## src/hw/rtl/nxc_ram.sv

```systemverilog
`default_nettype none
// ----------------------------------------------------------------------------
// nxc_ram
// Generic simple dual-port RAM: one write port, one read port, registered
// read data.
// ----------------------------------------------------------------------------
module nxc_ram #(
	parameter int WIDTH = 16,
	parameter int DEPTH = 16
) (
	input  wire                     clk,
	input  wire                     we,
	input  wire [$clog2(DEPTH)-1:0] waddr,
	input  wire [WIDTH-1:0]         wdata,
	input  wire [$clog2(DEPTH)-1:0] raddr,
	output logic [WIDTH-1:0]        rdata
);

	logic [WIDTH-1:0] mem [DEPTH];

	always_ff @(posedge clk) begin
		if (we) begin
			mem[waddr] <= wdata;
		end
		rdata <= mem[raddr];
	end

endmodule
`default_nettype wire

```

## config.mk

```make
export PLATFORM = sky130hd
export DESIGN_NAME = nxc_ram
export DESIGN_NICKNAME = d
export VERILOG_FILES = /design/src/hw/rtl/nxc_ram.sv
export SDC_FILE = /design/constraint.sdc
export NUM_CORES = 1
export LEC_CHECK = 0
export BUFFER_PORTS_ARGS = -buffer_cell sky130_fd_sc_hd__buf_2
export CORE_MARGIN = 5
export CORE_UTILIZATION = 30
export CTS_CLUSTER_SIZE = 12
export DETAILED_ROUTE_END_ITERATION = 12
export PLACE_DENSITY = 0.44
export SLEW_MARGIN = 5
export SYNTH_ARGS = -nofsm -noshare
export SYNTH_HDL_FRONTEND = slang
export SYNTH_SLANG_ARGS = --single-unit
```

## constraint.sdc

```tcl
create_clock -name clk -period 4.8 [get_ports clk]
set_input_delay 0.48 -clock clk [delete_from_list [all_inputs] [get_ports clk]]
set_output_delay 0.48 -clock clk [all_outputs]
set_load 0.02 [all_outputs]
```

==> results.toml <==
[yosys]
synth_seq_cells = 272
yosysSeqAreaShare_pct = 79.7
synthCells = 432
synth_top_area_share_pct = 76.5
netlist_area_um2 = 10000
synth_nets = 458
avgSynthCellArea_um2 = 23.2
synth_area_leader_cell = "edfxtp_1"
synthTopCellsByArea = "edfxtp_1 (77%), mux4_2 (12%), dfxtp_1 (3.2%)"
yosysWarnings = 0
synth_cell_types = 19

[finish]
syn_to_final_growth_pct = 17.9
diodes = 0
final_cells = 978
drive_gt1_share_pct = 33.2
final_cell_mix = "edfxtp_1 (256), mux4_2 (54), buf_2 (40)"
fin_nets = 533
fill_cells = 3084
layout_commonest_cell = "edfxtp_1"

[worst_setup_path]
worst_setup_path_start_kind = "input port"
critPathMaxFanout = 34
cp.buffers_inverters = 2
cpMaxStageDelayCell = "mux4_1"
critPathMaxStageDelay_ns = 0.60
critPathArrivalTime_ns = 2.42
critical_path_class = "in -> reg"
setup.worst_path.end_class = "flip-flop"
cp.required_ns = 5.22
worstPathCellList = "buf_4 -> buf_4 -> mux4_1 -> a22oi_1 -> nand2_1"
crit_top_cell = "buf_4"
critical-path-top-delay-family = "buffers and inverters"

[routing]
vias = 4583
viasPerCell = 4.69
drc_errors = 0
drt-pass1-iter-count = 4
drtAntennaViolNets = 0
first_iter_violations = 257
routed_wirelength_um = 22500
routedWlPerCell_um = 23.0

[timing]
setup_viol = 0
hold_violations = 0
rsz0062_at_grt = "false"
tns_ns = 0
holdWs_ns = 0.312
worst_slew_pin_slew_ns = 1.06
slew_headroom_pct = 29.5
layout_min_cycle_time_ns = 2.00
finalCritPeriodShare_pct = 41.7
fmax_ghz = 0.499
maxSlewViolCount = 0
skew_ns = 0.00522

[cts]
cts_buffers = 30
htreeDepth = 1
clkTransAtPathRegs_ns = 0.06
clock_tree.root_cell = "clkbuf_16"
cts_hold_buf = 0
cts_resized = 0
cts_tree = "yes"
clock_latency_ns = 0.54
clock-sinks = 272
cts_buffer_depth = 3
post-cts-setup-buffer-count = 0

[power]
power_leakage_nw = 3.81
ir_drop_v = 0.000301
power.density_nw_per_um2 = 427

[die]
rows = 67
die_x_um = 193
io_pins = 42
initial_core_util_pct = 30.2
die_h_um = 193
core_area_um2 = 33300
dieArea_um2 = 37200

[global_route]
grt_util_met3_pct = 1.91
globalRouteMet1Util_pct = 18.5
grt_pass1_wl_um = 32900
grt_usage_pct = 12.3
grt-busiest-layer = "met2"
antenna_found_initial = 0
grt_pass1_vias = 5002
grt-ovfl-total = 0
grt_max_degree = 36
met2_usage_pct = 18.6

[job]
maxCapViolations = 0

[place]
io_buffers = 41
gp_congestion = 0.689
dp_hpwl_um = 12600
dp_cells = 923

[min_path]
hp-class = "in -> reg"

[status]
status = "finished, final reports clean"
## power breakdown
| group | total, mW | leakage, nW | internal [mW] | switching [mW] |
|---|---|---|---|---|
| clock network | 2.13 | 0.452 | 1.27 | 0.859 |
| registers | 2.67 | 2.45 | 2.66 | 0.0147 |
| logic | 0.250 | 0.910 | 0.0975 | 0.152 |
## synthesized netlist by cell type (all sizes together)
cell    number
nor2        13
nand3b       2
nand2       17
nand3        1
buf         13
or3b         1
mux4        64
and2         1
a22oi       32
nand2b       2
clkbuf       8
edfxtp     256
nor2b        2
dfxtp       16
nor3         4
## per-stage QoR
stage / setup slack, ns / util (%) / cell area, um^2 / total power [mW]
3_5_place_dp: 2.15 / 32.8 / 10900 / 2.98
4_1_cts: 2.72 / 35.6 / 11800 / 5.13
3_3_place_gp: 2.18 / 32.8 / 10900 / 2.97
2_1_floorplan: 2.26 / - / 10000 / 2.87
5_1_grt: 2.57 / 35.6 / 11800 / 5.26
6_report: 2.80 / 35.6 / 11800 / 5.05
## area by class of cell
| class | count | area [um^2] | area share (%) |
|---|---|---|---|
| clock buffer | 44 | 855 | 7.22 |
| sequential | 272 | 8010 | 67.6 |
| multi-input combinational | 139 | 1970 | 16.6 |
| timing repair buffer | 64 | 380 | 3.21 |
| clock inverter | 11 | 71.3 | 0.602 |
| tap | 448 | 561 | 4.73 |
## logic make-up after synthesis
kind of cell | after synthesis | share of synthesized area [%]
DFF | 272 | 79.7
muxes | 64 | 14.7
and+or+nand+nor | 43 | 1.92
AOI/OAI and AO/OA | 32 | 2.39
buffers and inverters | 21 | 1.23
## state kept, by name (all words and copies together) (netlist names)
name   cells
rdata     16
mem      256
## worst register-to-register path: cells and delay by family (launching register included)
| family | cells | cell delay [ns] |
|---|---|---|
| simple gates | 1 | 0.14 |
| mux | 1 | 0.48 |
| flops | 1 | 0.38 |
| compound gates | 1 | 0.24 |
## worst paths after layout
kind / slack, ns / cells after the start / end / from
max: 2.80 / 5 / rdata[4] / raddr[0]
min: 0.31 / 1 / mem[6][9] / wdata[9]
max reg2reg: 3.43 / 3 / rdata[5] / mem[11][5]
min reg2reg: 0.67 / 3 / rdata[0] / mem[14][0]
## routing by layer
metal / vias to the layer above / wire length [um]
li1: 1989 / -
met1: 2459 / 10900
met2: 97 / 10000
met3: 38 / 947
met4: 0 / 582
met5: - / 0
Power figures use the tool's default switching activity.
