==> src/hw/rtl/nxc_pkg.sv <==
`default_nettype none
// ----------------------------------------------------------------------------
// nxc_pkg
// Shared widths, codes and types for the normalized cross-correlation lag
// search.
// ----------------------------------------------------------------------------
package nxc_pkg;

	localparam int VIDEO_DEPTH = 4096;
	localparam int REF_DEPTH   = 16384;

	localparam int VADDR_W = $clog2(VIDEO_DEPTH);
	localparam int RADDR_W = $clog2(REF_DEPTH);
	localparam int VLEN_W  = VADDR_W + 1;
	localparam int RLEN_W  = RADDR_W + 1;

	localparam int FUNC_W     = 2;
	localparam int SAMPLE_W   = 16;
	localparam int LAG_W      = 15;
	localparam int SCORE_W    = 16;
	localparam int OVL_W      = 13;
	localparam int CFG_IDX_W  = 2;
	localparam int CFG_DATA_W = 15;

	// signed arithmetic on lags and lengths
	localparam int CALC_W = ((RLEN_W > LAG_W) ? RLEN_W : LAG_W) + 2;

	// sums of Q8.24 products over at most VIDEO_DEPTH samples
	localparam int ACC_W   = 2 * SAMPLE_W - 1 + VADDR_W;
	localparam int DOT_W   = ACC_W + 1;
	localparam int PROD_W  = 2 * ACC_W;
	localparam int FRAC_SH = 2 * (SCORE_W - 1);
	localparam int DIV_W   = PROD_W + FRAC_SH;
	localparam int QUO_W   = FRAC_SH + 1;
	localparam int MAG_W   = SCORE_W;
	localparam int ITER_W  = $clog2(DIV_W) + 1;

	typedef enum logic [FUNC_W-1:0] {
		FUNC_VIDEO  = 2'd0,
		FUNC_REF    = 2'd1,
		FUNC_SEARCH = 2'd2
	} func_t;

	localparam logic [CFG_IDX_W-1:0] CFG_MIN_LAG     = 2'd0;
	localparam logic [CFG_IDX_W-1:0] CFG_MAX_LAG     = 2'd1;
	localparam logic [CFG_IDX_W-1:0] CFG_MIN_OVERLAP = 2'd2;

endpackage
`default_nettype wire

==> src/hw/rtl/nxc_score.sv <==
`default_nettype none
// ----------------------------------------------------------------------------
// nxc_score
// Multi-cycle score magnitude: floor(2^15 * |dot| / sqrt(ev * er)) through
// shift-add products, restoring division and a bitwise square root.
// ----------------------------------------------------------------------------
module nxc_score (
	input  wire                              clk,
	input  wire                              arst_n,
	input  wire                              start,
	input  wire signed [nxc_pkg::DOT_W-1:0]  dot,
	input  wire        [nxc_pkg::ACC_W-1:0]  ev,
	input  wire        [nxc_pkg::ACC_W-1:0]  er,
	output logic                             done,
	output logic       [nxc_pkg::MAG_W-1:0]  mag
);

	typedef enum logic [4:0] {
		SC_IDLE  = 5'b00001,
		SC_MUL_P = 5'b00010,
		SC_MUL_S = 5'b00100,
		SC_DIV   = 5'b01000,
		SC_SQRT  = 5'b10000
	} sc_state_t;

	sc_state_t                     state_q;
	logic [nxc_pkg::PROD_W-1:0]    a_q;
	logic [nxc_pkg::ACC_W-1:0]     b_q;
	logic [nxc_pkg::PROD_W-1:0]    acc_q;
	logic [nxc_pkg::PROD_W-1:0]    p_q;
	logic [nxc_pkg::ACC_W-1:0]     absdot_q;
	logic [nxc_pkg::DIV_W-1:0]     rem_q;
	logic [nxc_pkg::DIV_W-1:0]     div_q;
	logic [nxc_pkg::QUO_W-1:0]     quo_q;
	logic [nxc_pkg::MAG_W-1:0]     root_q;
	logic [nxc_pkg::MAG_W-1:0]     bit_q;
	logic [nxc_pkg::ITER_W-1:0]    iter_q;

	logic [nxc_pkg::PROD_W-1:0]    acc_next;
	logic [nxc_pkg::DOT_W-1:0]     dot_neg;
	logic [nxc_pkg::MAG_W-1:0]     trial;
	logic [2*nxc_pkg::MAG_W-1:0]   trial_sq;
	logic                          div_fits;
	logic                          mul_last;

	assign acc_next = b_q[0] ? acc_q + a_q : acc_q;
	assign mul_last = (iter_q == nxc_pkg::ITER_W'(nxc_pkg::ACC_W - 1));
	assign dot_neg  = -dot;
	assign div_fits = (div_q <= rem_q);
	assign trial    = root_q | bit_q;
	assign trial_sq = trial * trial;

	always_ff @(posedge clk or negedge arst_n) begin
		if (!arst_n) begin
			state_q <= SC_IDLE;
			done    <= 1'b0;
		end else begin
			done <= 1'b0;
			case (state_q)
				SC_IDLE: begin
					if (start) begin
						state_q <= SC_MUL_P;
					end
				end
				SC_MUL_P: begin
					if (mul_last) begin
						state_q <= SC_MUL_S;
					end
				end
				SC_MUL_S: begin
					if (mul_last) begin
						state_q <= SC_DIV;
					end
				end
				SC_DIV: begin
					if (iter_q == nxc_pkg::ITER_W'(nxc_pkg::QUO_W - 1)) begin
						state_q <= SC_SQRT;
					end
				end
				SC_SQRT: begin
					if (bit_q[0]) begin
						state_q <= SC_IDLE;
						done    <= 1'b1;
					end
				end
				default: state_q <= SC_IDLE;
			endcase
		end
	end

	always_ff @(posedge clk) begin
		case (state_q)
			SC_IDLE: begin
				a_q      <= nxc_pkg::PROD_W'(ev);
				b_q      <= er;
				acc_q    <= '0;
				iter_q   <= '0;
				absdot_q <= dot[nxc_pkg::DOT_W-1] ? dot_neg[nxc_pkg::ACC_W-1:0]
				                                  : dot[nxc_pkg::ACC_W-1:0];
			end
			SC_MUL_P: begin
				if (mul_last) begin
					p_q    <= acc_next;
					a_q    <= nxc_pkg::PROD_W'(absdot_q);
					b_q    <= absdot_q;
					acc_q  <= '0;
					iter_q <= '0;
				end else begin
					acc_q  <= acc_next;
					a_q    <= a_q << 1;
					b_q    <= b_q >> 1;
					iter_q <= iter_q + 1'b1;
				end
			end
			SC_MUL_S: begin
				if (mul_last) begin
					rem_q  <= {acc_next, {nxc_pkg::FRAC_SH{1'b0}}};
					div_q  <= {p_q, {nxc_pkg::FRAC_SH{1'b0}}};
					quo_q  <= '0;
					iter_q <= '0;
				end else begin
					acc_q  <= acc_next;
					a_q    <= a_q << 1;
					b_q    <= b_q >> 1;
					iter_q <= iter_q + 1'b1;
				end
			end
			SC_DIV: begin
				if (div_fits) begin
					rem_q <= rem_q - div_q;
				end
				quo_q  <= {quo_q[nxc_pkg::QUO_W-2:0], div_fits};
				div_q  <= div_q >> 1;
				iter_q <= iter_q + 1'b1;
				root_q <= '0;
				bit_q  <= {1'b1, {(nxc_pkg::MAG_W-1){1'b0}}};
			end
			SC_SQRT: begin
				if (trial_sq <= (2*nxc_pkg::MAG_W)'(quo_q)) begin
					root_q <= trial;
					if (bit_q[0]) begin
						mag <= trial;
					end
				end else if (bit_q[0]) begin
					mag <= root_q;
				end
				bit_q <= bit_q >> 1;
			end
			default: begin
				iter_q <= '0;
			end
		endcase
	end

endmodule
`default_nettype wire

==> config.mk <==
export PLATFORM = sky130hd
export DESIGN_NAME = nxc_score
export DESIGN_NICKNAME = d
export VERILOG_FILES = /design/src/hw/rtl/nxc_pkg.sv /design/src/hw/rtl/nxc_score.sv
export SDC_FILE = /design/constraint.sdc
export NUM_CORES = 2
export LEC_CHECK = 0
export ABC_AREA = 1
export ABC_CLOCK_PERIOD_IN_PS = 9190
export BUFFER_PORTS_ARGS = -buffer_cell sky130_fd_sc_hd__clkbuf_2
export CORE_MARGIN = 3
export CORE_UTILIZATION = 60
export DETAILED_ROUTE_END_ITERATION = 10
export PLACE_DENSITY = 0.77
export SYNTH_ARGS = -nofsm -noshare
export SYNTH_HDL_FRONTEND = slang
export SYNTH_SLANG_ARGS = --single-unit
export TNS_END_PERCENT = 5
==> constraint.sdc <==
create_clock -name clk -period 9.19 [get_ports clk]
set_clock_uncertainty 0.15 [all_clocks]
set_input_delay 0.4595 -clock clk [delete_from_list [all_inputs] [get_ports clk]]
set_output_delay 0.4595 -clock clk [all_outputs]
set_load 0.05 [all_outputs]
==> impl_results.md <==
- Slew Limit Headroom: between 10% and 20%
- Iteration-0 DRC count of the detailed router: just over 7000
- Crit path DAT: approximately 9 ns
- Fin. max-slew vios: 0
- Yosys warnings: 0
- Clock Pin Slew Worst Setup and Hold Paths: 0.06 ns
- Share of layout cells above drive strength 1: ~5.3%
- Gr ovfl total: 0
- FFs w/ async S/R, synth: less than 1%
- Antenna Violating Nets Remaining: 0
- Sequential fraction of design power: between 30% and 40%
- Leakage power: roughly 0.027 uW
- DR DRC count: 0
- DRT Pass-1 Iters: 7
- Final period util: 94.1%
- Slowest CP cell: nor2_1
- Post-Route WL: roughly 190000 microns
- I/O pin count: 150
- Power Internal: 8340 uW
- Critical path class: register to register
- Largest cells by area after synthesis: edfxtp_1, nand2_1, inv_1, ha_1, nor2_1
- H-tree levels: 3
- Post-synth top area cell: edfxtp_1
- Area grow syn2layout: 9.88%
- Hold Path Class: input port to register
- Reg area: approximately 20000 sq um
- TNS Setup: 0 ns
- Switch share: between 40% and 50%
- Status: finished, final reports clean
- Final Power: 15900 uW
- Switching pwr: ~7600 uW
- Core area: about 87000 sq um
- Clk pwr share: between 10% and 20%
- Largest net degree at the start of global routing: about 120
- Fin util: between 60 and 70%
- Die Span Y: between 300 and 400 microns
- EDFF count, synth: approximately 660
- CP max stage delay: around 0.65 ns
- Average via count per standard cell: about 6
- Reg-to-reg critical path startpoint: root_q[6]$_SDFFCE_PP0P_
- DP HPWL: about 150000 microns
- Mapped Cells: around 6900
- Routed WL per cell: around 22 microns
- Worst hold start: er[1]
- CTS tree: done
- Skew-Pair Late Insertion Delay: approximately 0.67 ns
- Maxcap violations: 0
- Critical path fanouts, max: 11
- Register bit count reported by yosys: about 670
- Combinational power share: 49.6%
- TritonCTS Buffers: 74
- Die ar.: between 90000 and 100000 sq um
- Vias in the first global route: 47900
- I/O Buffers: roughly 150
- Area of the multi-input gates: ~28000 sq um
- Unrepaired setup endpoints after global routing: no
- CP Launch Point: root_q[6]$_SDFFCE_PP0P_
- Type of origin of the critical path: register
- Avg Inst Size Synth: 7.62 sq um
- Synth top area share: approximately 38%
- Vias: approximately 50000
- Antenna violations before repair: 4
- Pwr/cell area: ~270 nW/um^2
- First-pass GRT wire length: 278000 microns
- GRT Util Overall: 40.5%
- Post-synthesis cell area: between 50000 and 60000 sq um
- Yosys cell types: 54
- Worst Max-Slew Pin Slew: 1.22 ns
- Critical Path Most Common Cell: fa_1
- Predominant post-synthesis flop cell: edfxtp_1
- Final hold slack: between 0.005 and 0.006 ns
- Worst IR Drop VDD: ~460 uV
- Site Rows: about 110
- Final setup violation count: 0
- WP data required: between 9 and 10 ns
- Synth Net Count: ~7600
- Nets: between 7000 and 8000
- FILL cells: roughly 7300
- Sequential share of the synthesized area: around 38%
- Clock Path Buffers: 3
- Die span in x: a little over 300 microns
- Starting Density: between 60% and 70%
- Fmax achieved: 116 MHz
- Gp weighted congestion: 1.09
- CTS sink cnt: roughly 670
- Final hold vios: 0
- Tmin final: around 8.7 ns
- Worst setup EP type: register
- Root buffer cell: clkbuf_16
sequential cells by signal, indices dropped and copies added (netlist names), 31 cells and up:
register	flops
div_q	116
a_q	86
acc_q	86
quo_q	31
b_q	43
rem_q	116
p_q	86
absdot_q	43
Yosys cell counts (2+ instances only):
cell type / n
a211oi_1: 2
a21boi_0: 6
a21o_1: 8
a21oi_1: 471
a31oi_1: 9
and2_1: 8
and3_1: 2
buf_1: 18
buf_2: 6
buf_6: 2
clkbuf_1: 106
clkinv_1: 10
dfrtp_1: 5
edfxtp_1: 663
fa_1: 164
ha_1: 333
inv_1: 1257
inv_2: 7
nand2_1: 1574
nand2_2: 4
nand2_4: 3
nand3_1: 327
nand3b_1: 18
nand4_1: 68
nor2_1: 910
nor3_1: 79
nor3_2: 2
nor4_1: 17
o211ai_1: 98
o21a_1: 20
o21ai_0: 466
o21ai_1: 31
o21bai_1: 30
o22ai_1: 3
o31ai_1: 3
or2_2: 52
xnor2_1: 61
xor2_1: 79
layout by cell type (no fill, tap or decap), drive strengths merged, types with 3 or more instances in the layout:
cell type and n:
nand2 1581, inv 1272, nor2 911, edfxtp 663
o21ai 499, a21oi 471, ha 333, nand3 327
clkbuf 238, fa 164, o211ai 98, dlygate4sd3 81
nor3 81, xor2 80, nand4 68, xnor2 61
or2 52, buf 45, clkinv 35, o21bai 30
o21a 20, nand3b 18, nor4 18, a31oi 9
a21o 8, and2 8, a21boi 8, bufinv 5
dfrtp 5, clkinvlp 4, o22ai 3, o31ai 3
power by group through the flow:
stage / clock network, uW / logic [uW] / registers, uW
finish: 2970 / 7910 / 5050
global route: 3080 / 8470 / 5080
floorplan: 0 / 4830 / 4940
detailed placement: 0 / 7410 / 5060
global placement: 0 / 7250 / 5040
CTS: 2970 / 7500 / 5010
final timing paths:
path                       depth (start not counted)                  endpoint  slack (ns)
setup / recovery                                  32  root_q[13]$_SDFFCE_PP0P_        0.54
hold / removal                                     3          b_q[1]$_DFFE_PP_       0.006
setup reg to reg                                  32  root_q[13]$_SDFFCE_PP0P_        0.54
hold reg to reg                                    2       div_q[33]$_DFFE_PP_        0.37
max in group asynchronous                          2    state_q[0]$_DFFE_PN1P_        8.57
min in group asynchronous                          2    state_q[4]$_DFFE_PN0P_        0.07
worst max-delay path, delay by kind of cell (launching register included):
| family | cells | cell delay, ns |
|---|---|---|
| compound gates | 4 | 0.75 |
| xor+xnor | 1 | 0.11 |
| flops | 1 | 0.42 |
| fa+ha+maj | 8 | 3.83 |
| simple gates | 12 | 2.27 |
| buf+inv | 7 | 0.83 |
layout make-up:
type / instances / area share, %
sequential: 669 / 34.5
multi-input combinational: 4863 / 47.4
clock buffer: 89 / 3.34
inverter: 1274 / 8.25
antenna: 2 / 0.00862
clock inverter: 42 / 0.679
tap: 1155 / 2.49
timing repair buffer: 275 / 3.28
what timing repair did:
action / 4_1_cts / 5_1_grt
endpoints found under the setup margin: 0 / 9
hold buffers: 81 / 0
buffers inserted: 0 / 0
resized for setup: 0 / 1
endpoints found under the hold margin: 86 / 0
metal layers:
layer / track usage (%) / up-vias / routed length, microns
li1: - / 23000 / -
met1: 55.7 / 23500 / 74700
met2: 61.1 / 2934 / 80300
met3: 11.0 / 517 / 23400
met4: 16.1 / 0 / 8910
met5: 0 / - / 0
per-stage QoR:
step                instance area [sq um]  worst slack (ns)  instances
finish                              58100             0.538       8369
global route                        58100            0.0582       8367
CTS                                 58100             0.740       8367
detailed placement                  54900             0.800       8155
global placement                    54900             0.978       8155
floorplan                           52900              1.38       6938
logic make-up after synthesis:
logic type	count (synthesis)	share of synthesized area [%]
AND/OR/NAND/NOR	3069	23.7
buffers and inverters	1406	10.0
AO/OA/AOI/OAI	1156	11.8
flip-flops	669	37.9
adder cells (fa/ha/maj)	497	14.1
XOR/XNOR	141	2.37
No activity file was read; power rests on OpenSTA's default activity.
